$ cat config.mk
export PLATFORM = sky130hd
export DESIGN_NAME = greedy_coin_change
export DESIGN_NICKNAME = d
export VERILOG_FILES = /design/src/rtl/core/gcc_pkg.sv /design/src/rtl/core/gcc_ctrl.sv /design/src/rtl/core/gcc_dp.sv /design/src/rtl/core/greedy_coin_change.sv
export SDC_FILE = /design/constraint.sdc
export NUM_CORES = 1
export LEC_CHECK = 0
export BUFFER_PORTS_ARGS = -buffer_cell sky130_fd_sc_hd__buf_2
export CORE_UTILIZATION = 30
export DETAILED_ROUTE_END_ITERATION = 7
export PLACE_DENSITY = 0.44
export SLEW_MARGIN = 20
export SYNTH_ARGS = -nofsm -noshare
export SYNTH_HDL_FRONTEND = slang
export SYNTH_HIERARCHICAL = 1
export SYNTH_SLANG_ARGS = --single-unit
$ cat constraint.sdc
create_clock -name clk -period 4.91 [get_ports clk]
set_input_delay 0.7365 -clock clk [delete_from_list [all_inputs] [get_ports clk]]
set_output_delay 0.7365 -clock clk [all_outputs]
set_load 0.03 [all_outputs]
$ cat src/rtl/core/gcc_pkg.sv
// ----------------------------------------------------------------------------
// gcc_pkg: shared definitions for the greedy coin change block
// Widths, register indexes, controller/datapath interface types and the
// helper that clamps the configured denomination count.
// ----------------------------------------------------------------------------
package gcc_pkg;

	localparam int MAX_DENOMS   = 6;
	localparam int AMOUNT_BITS  = 32;
	localparam int DENOM_BITS   = 16;
	localparam int COUNT_BITS   = 3;
	localparam int IDX_BITS     = 3;
	localparam int REG_IDX_BITS = 3;
	localparam int NUM_REGS     = 7;
	localparam int STEP_BITS    = $clog2(AMOUNT_BITS);

	// register indexes
	localparam logic [REG_IDX_BITS-1:0] REG_DENOM_COUNT = REG_IDX_BITS'(0);
	localparam logic [REG_IDX_BITS-1:0] REG_DENOM_FIRST = REG_IDX_BITS'(1);

	typedef logic [MAX_DENOMS-1:0][DENOM_BITS-1:0] gcc_denoms_t;

	// controller -> datapath
	typedef struct packed {
		logic                load;   // capture a new amount
		logic                setup;  // prepare the divider for the current denomination
		logic                step;   // one quotient bit
		logic                emit;   // load the output register
		logic                last;   // current denomination is the final one in use
		logic [IDX_BITS-1:0] index;  // current denomination
	} gcc_cmd_t;

	// datapath -> controller
	typedef struct packed {
		logic skip;      // remainder or denomination is zero: no division
		logic out_free;  // output register can take a word this cycle
	} gcc_sts_t;

	// zero acts as one, anything above the maximum acts as the maximum
	function automatic logic [COUNT_BITS-1:0] active_count(input logic [COUNT_BITS-1:0] c);
		logic [COUNT_BITS-1:0] r;
		r = c;
		if (c == '0) begin
			r = COUNT_BITS'(1);
		end else if (c > COUNT_BITS'(MAX_DENOMS)) begin
			r = COUNT_BITS'(MAX_DENOMS);
		end
		return r;
	endfunction

endpackage

$ cat src/rtl/core/gcc_ctrl.sv
// ----------------------------------------------------------------------------
// gcc_ctrl: sequencer for the greedy coin change block
// Walks the denominations in use, runs the shared divider one bit per cycle
// and hands each result to the output register.
// ----------------------------------------------------------------------------
module gcc_ctrl
	import gcc_pkg::*;
(
	input  logic                  clk,
	input  logic                  arst_n,
	input  logic                  in_valid,
	output logic                  in_ready,
	input  logic [COUNT_BITS-1:0] count,
	input  gcc_sts_t              sts,
	output gcc_cmd_t              cmd
);

	localparam logic [1:0] ST_IDLE  = 2'd0;
	localparam logic [1:0] ST_SETUP = 2'd1;
	localparam logic [1:0] ST_DIV   = 2'd2;
	localparam logic [1:0] ST_EMIT  = 2'd3;

	logic [1:0]           state_q;
	logic [IDX_BITS-1:0]  idx_q;
	logic [STEP_BITS-1:0] step_q;
	logic                 last;

	assign last = (idx_q == IDX_BITS'(count - COUNT_BITS'(1)));

	always_comb begin
		cmd       = '0;
		cmd.index = idx_q;
		cmd.last  = last;
		in_ready  = 1'b0;
		unique case (state_q)
			ST_IDLE: begin
				in_ready = 1'b1;
				cmd.load = in_valid;
			end
			ST_SETUP: cmd.setup = 1'b1;
			ST_DIV:   cmd.step  = 1'b1;
			ST_EMIT:  cmd.emit  = sts.out_free;
			default:  cmd       = '0;
		endcase
	end

	always_ff @(posedge clk or negedge arst_n) begin
		if (!arst_n) begin
			state_q <= ST_IDLE;
			idx_q   <= '0;
			step_q  <= '0;
		end else begin
			unique case (state_q)
				ST_IDLE: begin
					if (in_valid) begin
						state_q <= ST_SETUP;
						idx_q   <= '0;
					end
				end
				ST_SETUP: begin
					step_q  <= '0;
					state_q <= sts.skip ? ST_EMIT : ST_DIV;
				end
				ST_DIV: begin
					step_q <= step_q + STEP_BITS'(1);
					if (step_q == STEP_BITS'(AMOUNT_BITS - 1)) begin
						state_q <= ST_EMIT;
					end
				end
				ST_EMIT: begin
					if (sts.out_free) begin
						if (last) begin
							state_q <= ST_IDLE;
							idx_q   <= '0;
						end else begin
							state_q <= ST_SETUP;
							idx_q   <= idx_q + IDX_BITS'(1);
						end
					end
				end
				default: state_q <= ST_IDLE;
			endcase
		end
	end

endmodule

$ cat src/rtl/core/gcc_dp.sv
// ----------------------------------------------------------------------------
// gcc_dp: datapath for the greedy coin change block
// Remainder register, restoring divider (one quotient bit per cycle) and
// the output register.
// ----------------------------------------------------------------------------
module gcc_dp
	import gcc_pkg::*;
(
	input  logic                   clk,
	input  logic                   arst_n,
	input  gcc_cmd_t               cmd,
	output gcc_sts_t               sts,
	input  gcc_denoms_t            denoms,
	input  logic [AMOUNT_BITS-1:0] amount,
	output logic                   out_valid,
	input  logic                   out_ready,
	output logic [IDX_BITS-1:0]    denom_index,
	output logic [AMOUNT_BITS-1:0] coin_count,
	output logic                   is_last,
	output logic                   solved,
	output logic [AMOUNT_BITS-1:0] leftover
);

	logic [AMOUNT_BITS-1:0] rem_q;      // amount still to change
	logic [AMOUNT_BITS-1:0] quo_q;      // dividend shifting out, quotient shifting in
	logic [DENOM_BITS-1:0]  part_q;     // partial remainder
	logic                   div_used_q;
	logic                   out_valid_q;

	logic [DENOM_BITS-1:0]  denom;
	logic [DENOM_BITS:0]    trial;
	logic [DENOM_BITS:0]    diff;
	logic                   fits;
	logic [AMOUNT_BITS-1:0] coins;
	logic [AMOUNT_BITS-1:0] left;

	assign denom = denoms[cmd.index];
	assign trial = {part_q, quo_q[AMOUNT_BITS-1]};
	assign diff  = trial - {1'b0, denom};
	assign fits  = (trial >= {1'b0, denom});

	assign coins = div_used_q ? quo_q : '0;
	assign left  = div_used_q ? AMOUNT_BITS'(part_q) : rem_q;

	assign sts.skip     = (rem_q == '0) || (denom == '0);
	assign sts.out_free = !out_valid_q || out_ready;
	assign out_valid    = out_valid_q;

	always_ff @(posedge clk or negedge arst_n) begin
		if (!arst_n) begin
			div_used_q  <= 1'b0;
			out_valid_q <= 1'b0;
		end else begin
			if (cmd.setup) begin
				div_used_q <= !sts.skip;
			end
			if (cmd.emit) begin
				out_valid_q <= 1'b1;
			end else if (out_ready) begin
				out_valid_q <= 1'b0;
			end
		end
	end

	always_ff @(posedge clk) begin
		if (cmd.load) begin
			rem_q <= amount;
		end else if (cmd.emit) begin
			rem_q <= left;
		end
		if (cmd.setup) begin
			quo_q  <= rem_q;
			part_q <= '0;
		end else if (cmd.step) begin
			quo_q  <= {quo_q[AMOUNT_BITS-2:0], fits};
			part_q <= fits ? diff[DENOM_BITS-1:0] : trial[DENOM_BITS-1:0];
		end
		if (cmd.emit) begin
			denom_index <= cmd.index;
			coin_count  <= coins;
			is_last     <= cmd.last;
			solved      <= cmd.last && (left == '0);
			leftover    <= left;
		end
	end

endmodule

$ cat src/rtl/core/greedy_coin_change.sv
// ----------------------------------------------------------------------------
// greedy_coin_change: greedy (cashier's) coin change engine
// Breaks each amount into coins over up to six denominations loaded largest
// first, one result word per denomination in use.
// ----------------------------------------------------------------------------
// Each amount word yields denom_count result words, in denomination order.
// Per denomination the block passes a setup state, then the shared restoring
// divider (one quotient bit per cycle) unless the remainder or denomination
// is zero, then an emit state that loads the output register once it can
// take a word. One amount is worked at a time; a new amount is taken as soon
// as the last result word sits in the output register. Denominations are not
// sorted here; software loads them in descending order. A count of zero acts
// as one, a count above six acts as six, and a zero denomination takes no
// coins. The user must write configuration only while idle; the block itself
// does not enforce it.
// ----------------------------------------------------------------------------
module greedy_coin_change
	import gcc_pkg::*;
(
	input  logic                    clk,
	input  logic                    arst_n,
	// config write port
	input  logic                    wr_en,
	input  logic [REG_IDX_BITS-1:0] wr_index,
	input  logic [DENOM_BITS-1:0]   wr_data,
	// amount words
	input  logic                    in_valid,
	output logic                    in_ready,
	input  logic [AMOUNT_BITS-1:0]  amount,
	// result words
	output logic                    out_valid,
	input  logic                    out_ready,
	output logic [IDX_BITS-1:0]     denom_index,
	output logic [AMOUNT_BITS-1:0]  coin_count,
	output logic                    is_last,
	output logic                    solved,
	output logic [AMOUNT_BITS-1:0]  leftover
);

	// configuration registers
	logic [COUNT_BITS-1:0]   denom_count_q;
	gcc_denoms_t             denoms_q;
	logic [REG_IDX_BITS-1:0] denom_sel;
	logic [COUNT_BITS-1:0]   count;

	gcc_cmd_t cmd;
	gcc_sts_t sts;

	assign denom_sel = wr_index - REG_DENOM_FIRST;
	assign count     = active_count(denom_count_q);

	// writes past the last register are dropped
	always_ff @(posedge clk or negedge arst_n) begin
		if (!arst_n) begin
			denom_count_q <= COUNT_BITS'(1);
			denoms_q      <= {MAX_DENOMS{DENOM_BITS'(1)}};
		end else if (wr_en) begin
			if (wr_index == REG_DENOM_COUNT) begin
				denom_count_q <= wr_data[COUNT_BITS-1:0];
			end else if (wr_index < REG_IDX_BITS'(NUM_REGS)) begin
				denoms_q[denom_sel] <= wr_data;
			end
		end
	end

	gcc_ctrl u_ctrl (
		.clk      (clk),
		.arst_n   (arst_n),
		.in_valid (in_valid),
		.in_ready (in_ready),
		.count    (count),
		.sts      (sts),
		.cmd      (cmd)
	);

	gcc_dp u_dp (
		.clk         (clk),
		.arst_n      (arst_n),
		.cmd         (cmd),
		.sts         (sts),
		.denoms      (denoms_q),
		.amount      (amount),
		.out_valid   (out_valid),
		.out_ready   (out_ready),
		.denom_index (denom_index),
		.coin_count  (coin_count),
		.is_last     (is_last),
		.solved      (solved),
		.leftover    (leftover)
	);

`ifndef SYNTHESIS
	// a pending non-final word means the walk is still running
	a_busy_mid_walk: assert property (@(posedge clk) disable iff (!arst_n)
		(out_valid && !is_last) |-> !in_ready)
		else $error("amount taken while a walk is in progress");

	a_solved_zero: assert property (@(posedge clk) disable iff (!arst_n)
		(out_valid && solved) |-> (is_last && (leftover == '0)))
		else $error("solved flag with leftover amount");

	a_one_at_a_time: assert property (@(posedge clk) disable iff (!arst_n)
		(in_valid && in_ready) |=> !in_ready)
		else $error("second amount taken before the walk started");
`endif

endmodule
Word-level counts from Yosys, hierarchy flattened
Cells that the tools add are included.
W data, S select, Z words.
{"block": "op_classes", "addsub": 5, "order_cmp": 6, "mux": 31, "n_bitwise": 1, "n_reduce_logical": 21, "eq_ne": 8}
{"cell": "$mux W32", "n": 5}
{"cell": "$bwmux W96", "n": 1}
{"cell": "$logic_not A32 Y1", "n": 2}
{"cell": "$bmux W16 S3", "n": 1}
{"cell": "$demux W16 S3", "n": 1}
{"cell": "$mux W16", "n": 3}
{"cell": "$ge A17 B16 Y1", "n": 1}
{"cell": "$logic_not A16 Y1", "n": 1}
{"cell": "$sub A16 B16 Y16", "n": 1}
{"cell": "$mux W3", "n": 5}
{"cell": "$pmux W5 S2", "n": 1}
{"cell": "$reduce_bool A2 Y1", "n": 5}
{"cell": "$mux W1", "n": 9}
{"cell": "$reduce_and A3 Y1", "n": 3}
{"cell": "$lt A3 B4 Y1 const B", "n": 2}
{"cell": "$pmux W2 S4", "n": 1}
{"cell": "$logic_not A3 Y1", "n": 2}
{"cell": "$mux W2", "n": 3}
{"cell": "$pmux W3 S2", "n": 1}
{"cell": "$sub A3 B1 Y3 const B", "n": 2}
{"cell": "$add A5 B1 Y5 const B", "n": 1}
{"cell": "$eq A5 B5 Y1 const B", "n": 1}
{"cell": "$eq A2 B2 Y1 const B", "n": 2}
{"cell": "$ne A2 B1 Y1 const B", "n": 2}
{"cell": "13 further kinds", "n": 16}
{"block": "word_totals", "word_cells": 92, "output_inout_bits": 71, "regBits": 260}

Depth between registers and ports, before layout
Gate-level depths: netlist of run 1.
{"block": "depth", "depth_word": 8, "mapped_depth": 16, "depth_no_buf": 12}

Hierarchy
Netlist of run 1, hierarchy kept.
{"mod": "gcc_dp", "cells_per_inst": 650, "instances": 1, "seq_area_each_um2": 4364.2, "area_each_um2": 8027.7}
{"mod": "greedy_coin_change", "cells_per_inst": 230, "instances": 1, "seq_area_each_um2": 2486.1, "area_each_um2": 3862.5}
{"mod": "gcc_ctrl", "cells_per_inst": 72, "instances": 1, "seq_area_each_um2": 250.2, "area_each_um2": 688.2}

Worst setup path after synthesis of run 1
OpenSTA, ideal clock, no wires.
{"block": "synth_timing", "path_kind": "input to register", "start": "input out_ready", "end": "register u_dp.rem_q[0], enable pin", "arrival_ns": 4.691, "required_ns": 4.535, "stages": 4, "n_path_buf": 0, "path_slack_ns": -0.156, "cell_sequence": "nand2b_1 inv_1 nor2_1 or2_2"}
{"element": "start: declaration", "line_no": "greedy_coin_change.sv:32", "source": "input logic out_ready,"}
{"element": "end signal: assignment", "line_no": "gcc_dp.sv:67", "source": "rem_q <= amount;"}
{"element": "end signal: assignment", "line_no": "gcc_dp.sv:69", "source": "rem_q <= left;"}
{"element": "end: declaration", "line_no": "gcc_dp.sv:24", "source": "logic [AMOUNT_BITS-1:0] rem_q;"}

Worst setup path after layout of run 1
{"block": "layout_timing", "start": "register u_ctrl.idx_q[0]", "end": "register u_dp.part_q[15]"}
{"block": "layout_between", "elab_chain_len": 4}
{"element": "start: declaration", "line_no": "gcc_ctrl.sv:24", "source": "logic [IDX_BITS-1:0] idx_q;"}
{"element": "start signal: assignment", "line_no": "gcc_ctrl.sv:77", "source": "idx_q <= idx_q + IDX_BITS'(1);"}
{"element": "$bmux W16 S3 *", "line_no": "gcc_dp.sv:37", "source": "assign denom = denoms[cmd.index];"}
{"element": "$mux W16 (implied by the code) *", "line_no": "gcc_dp.sv:37"}
{"element": "$sub A16 B16 Y16 or $ge A17 B16 Y1 (tied branches)", "line_no": "gcc_dp.sv:39, gcc_dp.sv:40"}
{"element": "$mux W16 *", "line_no": "gcc_dp.sv:76", "source": "part_q <= fits ? diff[DENOM_BITS-1:0] : trial[DENOM_BITS-1:0];"}
{"element": "end signal: assignment", "line_no": "gcc_dp.sv:76"}
{"element": "end: declaration", "line_no": "gcc_dp.sv:26", "source": "logic [DENOM_BITS-1:0] part_q;"}
Mark *: on every way between the ends. The rest lies on a longest branch, timed or not. The select of a mux whose other input is x is not followed.
A chain may end at the register's enable or synchronous reset.

==> run_results.csv, run 1 <==
group,metric,value,unit
outcome,outcome,"finished with violations",
yosys,ys.flop_type,"edfxtp_1",
timing,min_period_over_period,75.84,%
placed_design,gp_congestion,0.8389,
power,p_per_area,717.6,nW/µm²
routing,num_vias,8082,
yosys,synth_top_area_share,31.75,%
global_route,antenna_found_initial,0,
finish,regArea,7103,µm²
routing,drt_iter0_drc,443,
timing,finalMaxSlewViolations,0,
critical_path,required,5360,ps
die,die_w,206.8,µm
yosys,synth_compound_area_share,7.431,%
critical_path,regToRegSetupSlack,1190,ps
finish,fin_nets,1165,
clocking,tritoncts,"yes",
timing,worst_pin_slew,1026,ps
finish,area_growth,17.98,%
power,max-vdd-ir-drop,0.0003224,V
timing,clock.fmax,268.5,MHz
timing,period_needed,3724,ps
clocking,clockBufferDepth,3,
yosys,async_reset_ff_share,42.69,%
routing,avgRoutedWirePerCell,19.58,µm
clocking,clk-insertion-delay-late,590,ps
timing,setup_slack,1186,ps
critical_path,crit_type,"reg2reg",
clocking,htree_levels,1,
routing,drcViolationCount,9,
global_route,grt_pass1_wl,49.66,mm
die,io_pins,127,
critical_path,critPathMaxFanout,17,
placed_design,post-dp-hpwl,22.70,mm
finish,layout_commonest_cell,"mux2_2",
yosys,synth_top_family_by_area,"multiplexers",
yosys,synth_top_area_cell,"edfxtp_1",
clocking,post-cts-setup-buffers,0,
routing,antenna_left,0,
power,power,10.65,mW
global_route,grt_max_degree,71,
global_route,grt_usage,15.16,%
placed_design,dpl_cell_area,13800,µm²
die,fp.dieH,206.8,µm
timing,rsz0062_at_grt,"false",
timing,finalSetupViolations,0,
worst_hold_path,holdCritPathClass,"in2async",
global_route,grt_pass1_vias,8136,
clocking,cts.repair.resized,0,
yosys,yosys_warnings,6,
critical_path,reg2reg_depth,11,
finish,mostFrequentLayoutCells,"mux2_2 (175), edfxtp_1 (133), buf_2 (125)",
global_route,grt.overflow.total,0,
yosys,synth-seq-cells,260,
finish,multi_input_area,5135,µm²
finish,utilization,36.10,%
timing,final-hold-violation-count,0,
critical_path,worstPathArrival,4180,ps
yosys,synth_mux_area_share,19.78,%
yosys,synth.avg_cell_area,13.21,µm²
placed_design,pre_cts_ws,1115,ps
finish,layout-drive-gt1-share,36.95,%
clocking,clk_pin_slew,60,ps
finish,design_area,14840,µm²
critical_path,end_kind,"flop",
routing,vias_per_cell,4.931,
placed_design,portBuffers,126,
yosys,seq_area_frac_synth,56.45,%
outcome,failed_checks,"DRC",
routing,wirelength,32.09,mm
routing,dr.pass1.iters,8,
die,fp-row-count,74,
timing,skew,27.92,ps
run,maxCapViolations,0,
clocking,cts_hold_buffers,0,
yosys,synth_simple_gate_area_share,9.907,%
yosys,synthesis.instances,952,
yosys,synth_cell_types,74,
timing,max-slew-margin-rel,30.96,%
yosys,mappedNetlistArea,12580,µm²
yosys,synth-adder-area-share,2.745,%
clocking,cts_root_buf,"clkbuf_16",
critical_path,reg2reg_from,"u_ctrl/idx_q[0]$_DFFE_PN0P_",
critical_path,start_kind,"flop",
finish,n_fill_cell,4113,
yosys,synth-xor-area-share,0.8754,%
yosys,synth_fp_nets,1035,
die,core_area,41110,µm²
die,initial_core_util,30.60,%
die,die_area,42750,µm²
clocking,clock_sinks,260,
power,p_leak,5.848,nW
finish,antennaDiodeCount,0,
critical_path,worstReg2RegEnd,"u_dp/part_q[15]$_SDFFE_PP0P_",
timing,fin_tns_setup,0,ps
yosys,synth-edff-count,133,
clocking,numCtsBuffers,31,
yosys,synth_area_leaders,"edfxtp_1 (32%), dfrtp_1 (21%), mux2_2 (16%)",
## worst max-delay path, stage by stage, from the launching register on
cell	delay, ps
dfrtp_2	690
buf_4	300
mux2i_1	220
o22ai_1	100
nor2_1	210
ha_1	320
and2_1	190
a221o_2	410
o211ai_4	250
nand4_1	440
nand3_1	320
o221ai_1	150
## per-stage QoR
stage                     hold WS, ps  cells
after floorplan                 440.9    952
after global placement          474.6   1581
after detailed placement        484.1   1581
after CTS                       284.5   1639
after global routing            316.9   1639
final                           268.4   1639
## cells in the mapped netlist (all sizes together), types with 18 or more instances
cell,instances
ha,26
dfrtp,104
clkbuf,24
edfxtp,133
and2,36
nor2,49
o21ai,34
nor4,18
mux2,176
inv,31
buf,25
mux2i,28
nand2,30
a21oi,31
## state kept, by name, indices dropped and copies added, names as in the netlist
register          count
u_dp/div_used_q       1
u_dp/out_valid        1
u_dp/leftover        32
u_dp/coin_count      32
u_dp/part_q          16
u_dp/solved           1
u_dp/rem_q           32
denom_count_q         3
u_ctrl/state_q        2
u_dp/denom_index      3
u_dp/is_last          1
denoms_q             96
u_ctrl/step_q         5
u_ctrl/idx_q          3
u_dp/quo_q           32
## routing by layer
metal	part of all wire [%]	global-route usage, %	wire (µm)
met1	49	21.83	15700
met2	45	23.79	14490
met3	3.8	2.276	1226
met4	2.1	3.806	671
met5	0	0	0
## logic make-up (layout without fill, tap and decap cells)
| kind of cell | after synthesis | in the layout |
|---|---|---|
| AOI/OAI and AO/OA | 131 | 131 |
| xor gates and xnor gates | 11 | 11 |
| adders and majority gates | 27 | 27 |
| buffers and inverters | 80 | 235 |
| DFF | 260 | 260 |
| muxes | 214 | 214 |
| and+or+nand+nor | 229 | 229 |
## final cells by class
class | instances | area share (%)
multi-input cells | 612 | 34.60
clock inverters | 20 | 1.374
clock buffers | 38 | 5.615
well taps | 532 | 4.485
flip-flops and latches | 260 | 47.86
repair buffers | 146 | 5.278
inverters | 31 | 0.7841
## power by group
group	leakage [nW]	switching (mW)	internal [mW]	total, mW
sequential	2.75	0.530	3.38	3.91
combinational	2.60	2.67	1.76	4.43
clock	0.501	0.938	1.37	2.31
total	5.85	4.14	6.51	10.6
## how the worst max path moves through the flow
stage	startpoint	to	slack [ps]	cells past startpoint
2_1_floorplan	out_ready	u_dp/rem_q[0]$_DFFE_PP_	1100	4
3_3_place_gp	u_ctrl/idx_q[0]$_DFFE_PN0P_	u_dp/part_q[15]$_SDFFE_PP0P_	1240	9
3_5_place_dp	u_ctrl/idx_q[0]$_DFFE_PN0P_	u_dp/part_q[15]$_SDFFE_PP0P_	1110	11
4_1_cts	u_ctrl/idx_q[0]$_DFFE_PN0P_	u_dp/part_q[15]$_SDFFE_PP0P_	1110	11
5_1_grt	u_ctrl/idx_q[1]$_DFFE_PN0P_	u_dp/part_q[9]$_SDFFE_PP0P_	860	10
6_report	u_ctrl/idx_q[0]$_DFFE_PN0P_	u_dp/part_q[15]$_SDFFE_PP0P_	1190	11
(Power assumes the default switching activity.)
==> run 2: changes to the inputs <==
Clock period 4.91 ns to 3.4 ns, I/O delays scaled along.
==> run 2 against run 1 <==
  * The flow still finishes with violations (DRC)
  * Register-to-register slack worse by 1000 ps
  * Fmax is 15% higher
  * Utilization is 0.67 points higher
  * Sequential share of layout area decreased by 0.85 points
  * Non-clock buffer count grew 32
  * Die area stayed put
  * Clock power increased by 36%
  * Power is 47% higher
==> run_results.csv, run 2 (synthesis gave the netlist of run 1 again) <==
group,metric,value,unit
outcome,outcome,"finished with violations",
outcome,failed_checks,"DRC",
critical_path,worstSetupStartpoint,"u_ctrl/idx_q[0]$_DFFE_PN0P_",
timing,finalMaxSlewViolations,0,
clocking,clock_sinks,260,
placed_design,post-dp-hpwl,23.61,mm
routing,vias_per_cell,4.891,
global_route,grt.overflow.total,0,
timing,final-hold-violation-count,0,
die,fp.dieH,206.8,µm
clocking,clk-insertion-delay-late,570,ps
finish,largest_register_ffs,96,
finish,mostFrequentLayoutCells,"mux2_2 (175), edfxtp_1 (133), buf_2 (125)",
critical_path,endpoint,"u_dp/part_q[1]$_SDFFE_PP0P_",
critical_path,required,3860,ps
clocking,clockBufferDepth,3,
critical_path,end_kind,"flop",
global_route,grt_max_degree,71,
finish,regMostFlops,"denoms_q",
finish,fin_nets,1196,
critical_path,crit_type,"reg2reg",
global_route,grt_pass1_wl,50.18,mm
critical_path,worstReg2RegEnd,"u_dp/part_q[1]$_SDFFE_PP0P_",
clocking,tritoncts,"yes",
critical_path,reg2reg_from,"u_ctrl/idx_q[0]$_DFFE_PN0P_",
finish,fin_cells,1668,
timing,clock.fmax,308.5,MHz
routing,antenna_left,0,
routing,drt_iter0_drc,373,
die,die_w,206.8,µm
run,maxCapViolations,0,
timing,period_needed,3241,ps
timing,fin_tns_setup,0,ps
routing,drcViolationCount,14,
clocking,clk_pin_slew,60,ps
finish,layout-drive-gt1-share,39.17,%
timing,max-slew-margin-rel,37.84,%
global_route,antenna_found_initial,0,
routing,num_vias,8159,
finish,design_area,15110,µm²
routing,avgRoutedWirePerCell,19.28,µm
worst_hold_path,holdCritPathClass,"in2reg",
die,core_area,41110,µm²
critical_path,regToRegSetupSlack,160,ps
timing,min_period_over_period,95.33,%
power,p_per_area,1036,nW/µm²
clocking,numCtsBuffers,30,
placed_design,dpl.cell_count,1607,
placed_design,dpl_cell_area,14040,µm²
die,initial_core_util,30.60,%
power,power,15.66,mW
power,p_leak,5.988,nW
timing,fin_hold_ws,221.0,ps
critical_path,worstPathArrival,3700,ps
timing,skew,19.88,ps
finish,area_growth,20.16,%
finish,layout_commonest_cell,"mux2_2",
finish,antennaDiodeCount,0,
finish,n_fill_cell,4082,
clocking,htree_levels,1,
die,die_area,42750,µm²
die,fp-row-count,74,
die,io_pins,127,
routing,wirelength,32.15,mm
global_route,grt_usage,15.29,%
critical_path,reg2reg_depth,9,
clocking,cts_root_buf,"clkbuf_16",
timing,finalSetupViolations,0,
routing,dr.pass1.iters,6,
power,max-vdd-ir-drop,0.0003843,V
placed_design,portBuffers,126,
critical_path,start_kind,"flop",
global_route,grt_pass1_vias,8256,
timing,worst_pin_slew,932.4,ps
critical_path,critPathMaxFanout,10,
placed_design,gp_congestion,0.8545,
## run 2: critical path, cell delays in order, from the launching register on
cell and delay, ps:
dfrtp_4 500, buf_12 140, mux4_2 520, a21oi_1 250, ha_1 320, a21o_1 210
a211oi_2 380, and2_1 380, nor2_4 120, a221o_1 320
## run 2: per-layer routing
metal  GRT usage (%)  wire length [µm]  up-vias
li1                -                 -     3901
met3           2.245              1360       43
met4           3.128               536        0
met5               0                 0        -
met2           23.96             14370      172
met1           22.36             15890     4043
## run 2: layout make-up
class,count,area [µm²],share of cell area [%]
Clock inverter,22,188.9,1.250
Timing Repair Buffer,178,1084,7.169
Sequential cell,260,7106,47.01
Multi-Input combinational cell,612,5172,34.22
Tap cell,532,665.6,4.404
Inverter,31,116.4,0.7699
Clock buffer,33,782.0,5.174
## run 2: stage by stage
stage,util [%],setup slack (ps)
finish,36.77,158.9
global route,36.77,-8.482
CTS,36.54,75.32
detailed placement,34.14,-18.11
global placement,34.14,34.94
floorplan,-,15.82
## run 2: worst min path at each step
stage                                         from                            to  slack, ps  cells after the start
after global routing                    amount[27]      u_dp/rem_q[27]$_DFFE_PP_        210                      3
after floorplan                             arst_n  denom_count_q[1]$_DFFE_PN0P_        210                      0
after global placement    denoms_q[13]$_DFFE_PN0P_      denoms_q[13]$_DFFE_PN0P_        490                      1
after detailed placement  denoms_q[59]$_DFFE_PN0P_      denoms_q[59]$_DFFE_PN0P_        490                      1
after CTS                               amount[27]      u_dp/rem_q[27]$_DFFE_PP_        180                      3
final                                   amount[26]      u_dp/rem_q[26]$_DFFE_PP_        220                      3
## run 2: timing repair
item,CTS,global route
pin swaps,0,2
endpoints found under the setup margin,1,15
hold buffers,1,0
endpoints found under the hold margin,34,0
setup buffers,0,5
gates resized for setup,1,11
## run 2: where the power goes
| group | switching (mW) | leakage, nW | internal (mW) |
|---|---|---|---|
| registers | 0.745 | 2.75 | 4.88 |
| clock network | 1.33 | 0.476 | 1.81 |
| logic | 3.99 | 2.77 | 2.90 |
